==> src/rtl/core/wadi_ram.sv <==
`timescale 1ns / 1ps

module wadi_ram #(
  parameter int WIDTH = 64,
  parameter int DEPTH = 8
) (
  input  logic                                       clk,
  input  logic                                       we,
  input  logic [((DEPTH > 1) ? $clog2(DEPTH) : 1)-1:0] waddr,
  input  logic [WIDTH-1:0]                           wdata,
  input  logic [((DEPTH > 1) ? $clog2(DEPTH) : 1)-1:0] raddr,
  output logic [WIDTH-1:0]                           rdata
);

  logic [WIDTH-1:0] mem [DEPTH];

  always_ff @(posedge clk) begin
    if (we) begin
      mem[waddr] <= wdata;
    end
    rdata <= mem[raddr];
  end

endmodule

==> config.mk <==
export PLATFORM = sky130hd
export DESIGN_NAME = wadi_ram
export DESIGN_NICKNAME = d
export VERILOG_FILES = /design/src/rtl/core/wadi_ram.sv
export SDC_FILE = /design/constraint.sdc
export NUM_CORES = 1
export LEC_CHECK = 0
export BUFFER_PORTS_ARGS = -buffer_cell sky130_fd_sc_hd__clkbuf_2
export CAP_MARGIN = 10
export CORE_UTILIZATION = 48
export DETAILED_ROUTE_END_ITERATION = 8
export PLACE_DENSITY = 0.66
export SETUP_SLACK_MARGIN = 0.5
export SYNTH_ARGS = -nofsm -noshare
export SYNTH_HDL_FRONTEND = slang
export SYNTH_SLANG_ARGS = --single-unit
==> constraint.sdc <==
create_clock -name clk -period 11 [get_ports clk]
set_input_delay 1.1 -clock clk [delete_from_list [all_inputs] [get_ports clk]]
set_output_delay 1.1 -clock clk [all_outputs]
set_load 0.02 [all_outputs]
==> summary.txt <==
Job
  • Reported max-cap violation count: 0

Placed design
  • Area post-placement: 21850 um^2
  • Placer congestion estimate: 0.7102
  • DP HPWL: 19.15 mm
  • I/O Buffers: 135

Synth
  • Seq/Total Area, Yosys: 81.06%
  • Post-synth top cells: edfxtp_1, mux4_2, dfxtp_1, mux2_2, buf_6
  • Most instantiated library cell after synthesis: edfxtp_1
  • Synth Flop Type: edfxtp_1
  • Synth top area cells: edfxtp_1, mux4_2, dfxtp_1
  • Synth area leader: edfxtp_1
  • Yosys warnings: 0
  • Syn_nets: 888
  • Share of the synthesized area in the top cell type: 74.83%
  • Synth Register Bits: 576
  • Post-synth EDFFs: 512
  • Cells after Synth: 816
  • Yosys cell types: 13
  • Async SR Flop Fraction: 0%
  • Mapped Area: 20550 um^2
  • Post-Syn Area per Cell: 25.18 um^2

Power and ir drop
  • Net switching fraction of the power: 20.10%
  • Worst vdd ir: 0.1138 mV
  • Tot Pwr: 4.633 mW
  • Seq pwr share: 53.9%
  • Gate power share: 5.4%
  • Switch Pwr: 0.9313 mW
  • Clk network pwr share: 40.7%
  • Leak: 7.829 nW
  • Int Power: 3.702 mW
  • Power density over cell area: 195.6 nW/um^2

Setup path
  • Cell breakdown of the critical path: clkbuf_8 -> buf_4 -> mux4_2 -> mux2_2
  • Reg2reg setup slack: 9.74 ns
  • WS Path Type: in2reg
  • Critical R2R Launch: mem[5][25]$_DFFE_PP_
  • Worst endpoint required time: 11.47 ns
  • R2r endpoint: rdata[25]$_DFF_P_
  • Crit. End Element: register
  • Delay-heaviest family, CP: buffers and inverters
  • Slowest CP cell: buf_4
  • Worst Reg-to-Reg Cells: 2
  • Slowest cell delay on critical path: 0.79 ns
  • Worst path arrival time: 3.39 ns
  • Crit path max fanout: 52
  • Crit path buffers/inverters: 2
  • Startpoint Class: primary input

Timing
  • Final critical-path share of the clock period: 26.54%
  • Setup Total Neg Slack: 0 ns
  • Final Hold Fails: 0
  • Hold_ws: 0.6796 ns
  • Post-layout min period: 2.919 ns
  • Final setup vio count: 0
  • Max-slew headroom: 30.51%
  • Slew of the pin with the lowest slew margin: 1.040 ns
  • Highest clock rate: 342.6 MHz
  • Clock Skews: 0.01032 ns
  • RSZ-0062 raised after global routing: false
  • Slew Limit Fails: 0

Clock network
  • CTS Sinks: 576
  • CTS H-tree depth: 2
  • Clock buffer count from CTS: 55
  • Post-CTS Setup Bufs: 0
  • Clk slew on worst S/H paths: 0.06 ns
  • Clock latency at the later pin of the worst-skew pair: 0.59 ns
  • CTS hold repair buffers: 0
  • CTS root buffer: clkbuf_16
  • PostCTS Resize Cnt: 0
  • Max Root-Sink Buffers: 3
  • TritonCTS clock tree: yes

Route
  • ANT nets after route: 0
  • Via-to-Cell Ratio: 5.431
  • DR pass1 iterations: 4
  • DRC: 0
  • Routed WL: 37.41 mm
  • Wirelength per Cell: 23.78 um
  • Vias: 8543
  • DRT iter0 DRCs: 532

Global route
  • GRT Util Overall: 17.68%
  • Initial antenna violation count: 2
  • Global route overflow: 0
  • Largest net degree at the start of global routing: 69
  • Global-route wire length before repair: 56.26 mm
  • Number of global-route vias before repair: 9073

Worst hold path
  • WHS Endpoint: rdata[11]$_DFF_P_
  • Worst Hold Class: reg2reg
  • Min-delay src: mem[7][11]$_DFFE_PP_
  • Hold path depth: 2

Outcome
  • Status: completed

Layout
  • Nets: 1059
  • Share of layout cells above drive strength 1: 41.63%
  • # fillers: 3087
  • Design area: 23690 um^2
  • Area Overhead vs Synth: 15.27%
  • Final Util: 56.34%

Die
  • Die X: 208.9 um
  • Initial Utilization: 48.87%
  • Ports: 136
  • Die Ht: 208.9 um
  • Die ar.: 43640 um^2
  • Core area: 42040 um^2
  • Site Rows: 75
worst min-delay path: cells and delay by family (launching register included):
kind / cells / cell delay [ns]
flip-flops: 1 / 0.31
multiplexers: 2 / 0.34
through the flow:
stage | cells | worst slack (ns)
detailed placement | 1469 | 7.444
global route | 1573 | 7.901
CTS | 1572 | 8.049
floorplan | 816 | 4.805
finish | 1573 | 8.081
global placement | 1469 | 7.475
metal layers:
metal	part of all wire, %	track usage (%)	wire length [um]	vias up
li1	-	-	-	3798
met4	1.8	5.527	671	2
met5	0.032	0	12	-
met3	4.7	3.622	1776	50
met1	42	23.19	15810	4515
met2	51	29.86	19130	178
layout by cell type, fill, tap and decap left out, types with 3 or more instances in the layout:
| cell type | synthesis | routed |
|---|---|---|
| nand2b_1 | 3 | 3 |
| nor2_4 | 0 | 6 |
| clkbuf_16 | 0 | 57 |
| clkbuf_2 | 0 | 132 |
| clkbuf_8 | 0 | 10 |
| mux2_2 | 64 | 64 |
| clkinv_2 | 0 | 9 |
| buf_4 | 3 | 15 |
| bufinv_16 | 0 | 5 |
| edfxtp_1 | 512 | 512 |
| dfxtp_1 | 64 | 64 |
| clkinv_1 | 0 | 10 |
| clkbuf_1 | 9 | 12 |
| mux4_2 | 128 | 128 |
power by group through the flow:
| stage | Sequential (mW) | Combinational (mW) | Clock, mW |
|---|---|---|---|
| 6_report | 2.50 | 0.251 | 1.89 |
| 2_1_floorplan | 2.57 | 0.129 | 0 |
| 3_5_place_dp | 2.54 | 0.256 | 0 |
| 4_1_cts | 2.50 | 0.257 | 1.93 |
| 3_3_place_gp | 2.54 | 0.253 | 0 |
| 5_1_grt | 2.50 | 0.271 | 2.01 |
flip-flops by register name (all words and copies together) (netlist names):
register,cells
mem,512
rdata,64
worst max-delay path by stage:
stage,from,to,slack [ns],depth (start not counted)
floorplan,waddr[2],mem[0][0]$_DFFE_PP_,4.80,2
global placement,raddr[0],rdata[23]$_DFF_P_,7.47,4
detailed placement,raddr[0],rdata[19]$_DFF_P_,7.44,4
CTS,raddr[0],rdata[25]$_DFF_P_,8.05,4
global route,raddr[0],rdata[25]$_DFF_P_,7.90,4
finish,raddr[0],rdata[25]$_DFF_P_,8.08,4
final cells by class:
cell class                 instances  area (um^2)  area share, %
antenna                            1        2.502        0.01057
multi-input combinational        205         3717          15.69
sequential                       576        16660          70.32
timing repair buffer             149        798.3          3.370
clock inverter                    25        241.5          1.020
tap                              539        674.4          2.847
clock buffer                      78         1595          6.735
logic make-up (layout without fill, tap and decap cells):
group / count (synthesis) / after routing / synth area share, %
buffers and inverters: 35 / 252 / 1.114
multiplexers: 192 / 192 / 17.54
flip-flops: 576 / 576 / 81.06
AND/OR/NAND/NOR: 13 / 13 / 0.2862
other: 0 / 1 / 0
No activity file was read; power rests on OpenSTA's default activity.
