`src/rtl/core/wadi_pkg.sv`:
```
`timescale 1ns / 1ps

package wadi_pkg;

  typedef enum logic [1:0] {
    FUNC_LOAD   = 2'd0,
    FUNC_DIST   = 2'd1,
    FUNC_EQUAL  = 2'd2,
    FUNC_INTERP = 2'd3
  } wadi_func_t;

  typedef enum logic [1:0] {
    KIND_COORD = 2'd0,
    KIND_DIST  = 2'd1,
    KIND_EQUAL = 2'd2
  } wadi_kind_t;

  typedef enum logic [2:0] {
    ST_IDLE,
    ST_DIFF,
    ST_FOLD,
    ST_MULT,
    ST_FIN,
    ST_CORR,
    ST_ROOT,
    ST_EMIT
  } wadi_state_t;

  // Configuration register indexes.
  localparam logic CFG_WRAP_MASK = 1'b0;
  localparam logic CFG_EQUAL_TOL = 1'b1;

  localparam int IN_TDATA_W  = 88;
  localparam int OUT_TDATA_W = 72;
  localparam int VALUE_W     = 32;
  localparam int FRAC_W      = 17;
  localparam int TOL_W       = 16;
  localparam int MASK_W      = 8;
  localparam int AXIS_W      = 3;
  localparam int SUM_W       = 64;
  localparam int ROOT_W      = 32;

  // Working width for spans and differences, wide enough for a fold.
  localparam int WIDE_W = 36;

  // Interpolation parameter t equal to one in Q1.16.
  localparam logic [FRAC_W-1:0] FRAC_ONE = 17'd65536;

endpackage

```
`src/rtl/core/wadi_isqrt.sv`:
```
`timescale 1ns / 1ps

// Restoring integer square root, one result bit per cycle.
module wadi_isqrt (
  input  logic                         clk,
  input  logic                         rst_n,
  input  logic                         start,
  input  logic [wadi_pkg::SUM_W-1:0]   radicand,
  output logic                         busy,
  output logic [wadi_pkg::ROOT_W-1:0]  root
);

  localparam int RW = wadi_pkg::ROOT_W + 1;
  localparam int CW = $clog2(wadi_pkg::ROOT_W);

  logic                         busy_r, busy_nxt;
  logic [CW-1:0]                cnt_r, cnt_nxt;
  logic [RW-1:0]                rem_r, rem_nxt;
  logic [wadi_pkg::ROOT_W-1:0]  root_r, root_nxt;
  logic [wadi_pkg::SUM_W-1:0]   x_r, x_nxt;
  logic [RW+1:0]                rem_sh;
  logic [RW+1:0]                trial;
  logic [RW+1:0]                rem_sub;
  logic                         ge;

  assign rem_sh  = {rem_r, x_r[wadi_pkg::SUM_W-1 -: 2]};
  assign trial   = {1'b0, root_r, 2'b01};
  assign rem_sub = rem_sh - trial;
  assign ge      = (rem_sh >= trial);

  always_comb begin
    busy_nxt = busy_r;
    cnt_nxt  = cnt_r;
    rem_nxt  = rem_r;
    root_nxt = root_r;
    x_nxt    = x_r;
    if (start) begin
      busy_nxt = 1'b1;
      cnt_nxt  = '1;
      rem_nxt  = '0;
      root_nxt = '0;
      x_nxt    = radicand;
    end else if (busy_r) begin
      rem_nxt  = ge ? rem_sub[RW-1:0] : rem_sh[RW-1:0];
      root_nxt = {root_r[wadi_pkg::ROOT_W-2:0], ge};
      x_nxt    = {x_r[wadi_pkg::SUM_W-3:0], 2'b00};
      cnt_nxt  = cnt_r - 1'b1;
      if (cnt_r == '0) begin
        busy_nxt = 1'b0;
      end
    end
  end

  always_ff @(posedge clk) begin
    if (!rst_n) begin
      busy_r <= 1'b0;
    end else begin
      busy_r <= busy_nxt;
    end
  end

  always_ff @(posedge clk) begin
    cnt_r  <= cnt_nxt;
    rem_r  <= rem_nxt;
    root_r <= root_nxt;
    x_r    <= x_nxt;
  end

  assign busy = busy_r;
  assign root = root_r;

endmodule

```
`config.mk`:
```
export PLATFORM = sky130hd
export DESIGN_NAME = wadi_isqrt
export DESIGN_NICKNAME = d
export VERILOG_FILES = /design/src/rtl/core/wadi_pkg.sv /design/src/rtl/core/wadi_isqrt.sv
export SDC_FILE = /design/constraint.sdc
export NUM_CORES = 1
export LEC_CHECK = 0
export BUFFER_PORTS_ARGS = -buffer_cell sky130_fd_sc_hd__buf_2
export CAP_MARGIN = 15
export CORE_MARGIN = 8
export CORE_UTILIZATION = 60
export CTS_BUF_LIST = sky130_fd_sc_hd__clkbuf_8
export CTS_CLUSTER_SIZE = 30
export DETAILED_ROUTE_END_ITERATION = 8
export PLACE_DENSITY = 0.83
export SETUP_SLACK_MARGIN = 0.5
export SLEW_MARGIN = 20
export SYNTH_ARGS = -nofsm -noshare
export SYNTH_HDL_FRONTEND = slang
export SYNTH_SLANG_ARGS = --single-unit
```
`constraint.sdc`:
```
create_clock -name clk -period 3.3 [get_ports clk]
set_input_delay 0.165 -clock clk [delete_from_list [all_inputs] [get_ports clk]]
set_output_delay 0.165 -clock clk [all_outputs]
set_load 0.02 [all_outputs]
```
==> results.json <==
{
  "post_synth_num_cell_types": 54,
  "hpwl_um": 11000,
  "initial_core_util_pct": 61.7,
  "synth_nets": 808,
  "worstMarginPinSlew_ns": 0.745,
  "grt_use_met3_pct": 7.90,
  "top_usage_layer": "met2",
  "r2r.worst_path.cells": 13,
  "fin_setup_tns_ns": 0,
  "synth_cells": 705,
  "finClkSkew_ns": 0.0179,
  "synth_area_um2": 7410,
  "avgSynthCellArea_um2": 10.5,
  "clk-insertion-delay-late_ns": 0.47,
  "antenna_cells": 0,
  "drt_iter0_drc": 552,
  "hold_depth": 2,
  "dpl-instance-area_um2": 8010,
  "yosysSeqAreaShare_pct": 45.1,
  "hp-class": "in -> reg",
  "gr-total-overflow": 0,
  "setup_violations": 0,
  "synthMostInstantiatedCell": "nor2_1",
  "cp.arrival_ns": 3.57,
  "met2_usage_pct": 43.4,
  "cts_tree": "done",
  "grt_pass1_vias": 6182,
  "clk_pin_slew_worst_paths_ns": 0.09,
  "synth_edf_count": 64,
  "core-area_um2": 12000,
  "timing.final.crit_share_pct": 97.6,
  "slew_headroom_pct": 49.7,
  "maxCapViolCount": 0,
  "yosys_warnings": 0,
  "cts_buffers": 17,
  "die_area_um2": 16200,
  "drc": 0,
  "place.gp.congestion": 0.864,
  "wl_um": 21900,
  "status": "complete, no violations",
  "die_x_um": 127,
  "ys_top_cells_by_area": "edfxtp_1, dfxtp_1, mux2_2",
  "rows": 40,
  "p_leak_nw": 4.03,
  "design_area_um2": 9670,
  "cts_sinks": 135,
  "path_max_fanout": 6,
  "cp-start-kind": "flop",
  "wl_per_cell_um": 21.3,
  "max_freq_ghz": 0.311,
  "ys_top_cells_by_count": "nor2_1, dfxtp_1, edfxtp_1",
  "die_y_um": 127,
  "drt_pass1_iterations": 7,
  "hold_violations": 0,
  "cp.required_ns": 3.65,
  "rsz0062_at_grt": "true",
  "final_nets": 969,
  "pwr_density_cell_nw_per_um2": 637,
  "drive_gt1_share_pct": 36.6,
  "synth_flop_cell": "dfxtp_1",
  "ir_drop_mv": 0.408,
  "syn_to_final_growth_pct": 30.5,
  "ios": 100,
  "cts_root_buffer": "clkbuf_8",
  "antenna_found_initial": 0,
  "htree_levels": 4,
  "grt_pass1_wl_um": 31300,
  "via_count": 6246,
  "path_class": "reg -> reg",
  "clock_path_buffers": 2,
  "synth-async-reset-ratio_pct": 0,
  "grtUsageTotal_pct": 24.5,
  "port_buffers": 99,
  "drv_slew": 0,
  "grtUsageMet1_pct": 26.3,
  "ant_nets": 0,
  "ys_seq_elements": 135,
  "period_minus_slack_ns": 3.22,
  "via_per_inst": 6.09,
  "synth_top_area_share_pct": 26.0,
  "grt_max_degree": 138,
  "crit_path_end_kind": "flop",
  "synth_area_leader_cell": "edfxtp_1"
}
report_power, final:
part / total, mW / switching [mW] / leakage [nW] / internal (mW)
Clock: 1.37 / 0.664 / 0.200 / 0.706
Sequential: 2.06 / 0.128 / 1.23 / 1.93
Combinational: 2.73 / 1.36 / 2.59 / 1.37
per-stage QoR:
step	cells	worst slack [ns]	total power, mW	util, %	hold slack, ns
3_5_place_dp	915	0.207	3.82	66.6	0.384
5_1_grt	1026	0.0119	6.40	80.5	0.00147
6_report	1026	0.0799	6.16	80.5	0.0143
2_1_floorplan	705	0.478	3.47	-	0.293
3_3_place_gp	915	0.352	3.76	66.6	0.376
4_1_cts	1010	0.466	5.57	76.7	0.000129
state kept, by name, indices dropped and copies added (netlist names):
name	flops
x_r	64
rem_r	33
root	32
cnt_r	5
busy	1
layer usage:
metal  vias up  part of all wire [%]
met5         -                     0
met3        92                   7.7
met1      2990                    38
met4         0                   4.6
met2       304                    50
li1       2860                     -
cell families (layout without fill, tap and decap cells):
family,count (synthesis),after routing,synth area share (%)
AO/OA/AOI/OAI,137,137,13.3
XOR/XNOR,33,33,3.90
adder cells (fa/ha/maj),36,36,6.08
buffers and inverters,87,261,4.71
flip-flops,135,135,45.1
multiplexers,115,115,16.6
AND/OR/NAND/NOR,162,162,10.3
timing repair:
item | 4_1_cts | 5_1_grt
hold endpoints to repair | 47 | 0
buffers inserted | 12 | 14
hold buffers | 47 | 0
setup endpoints to repair | 34 | 34
gates resized for setup | 28 | 74
gates cloned | 4 | 2
pin swaps | 11 | 34
layout make-up:
class	instances	area [µm²]
multi-input combinational	483	4140
sequential	135	3370
fill	610	2340
timing repair buffer	182	1400
clock buffer	19	262
tap	147	184
inverter	47	179
clock inverter	13	133
worst max-delay path, stage by stage (launching register included):
cell and delay [ns]:
dfxtp_2 0.34, inv_1 0.06, ha_4 0.28, o21a_1 0.27, a2bb2oi_2 0.35, a31o_2 0.24, a21bo_4 0.15, a41oi_4 0.15
o41ai_4 0.38, buf_6 0.21, buf_12 0.15, nand2_1 0.07, a21o_1 0.16, a311oi_1 0.30
cell usage in the layout (no fill, tap or decap), types with 7 or more instances in the layout:
cell,count
dfxtp_1,54
a21oi_2,7
mux2_2,62
ha_4,14
dlygate4sd3_1,47
a211oi_1,20
xnor2_1,15
dfxtp_2,15
nand3_1,7
nand2b_1,8
a21o_1,24
clkbuf_8,19
buf_4,24
edfxtp_1,64
ha_2,9
buf_2,98
o21ai_1,7
a21oi_1,22
inv_1,48
nor2_1,73
mux2i_1,49
nand2_1,25
xor2_1,17
o21ai_0,7
ha_1,13
a211oi_2,8
final timing paths:
check | from | to | slack (ns)
max | root[2]$_SDFFE_PP0P_ | rem_r[29]$_SDFFE_PP0P_ | 0.08
min reg2reg | rem_r[31]$_SDFFE_PP0P_ | rem_r[31]$_SDFFE_PP0P_ | 0.50
min | radicand[34] | x_r[34]$_DFFE_PP_ | 0.01
max reg2reg | root[2]$_SDFFE_PP0P_ | rem_r[29]$_SDFFE_PP0P_ | 0.08
Note: power is estimated with default switching activity, not from simulation.
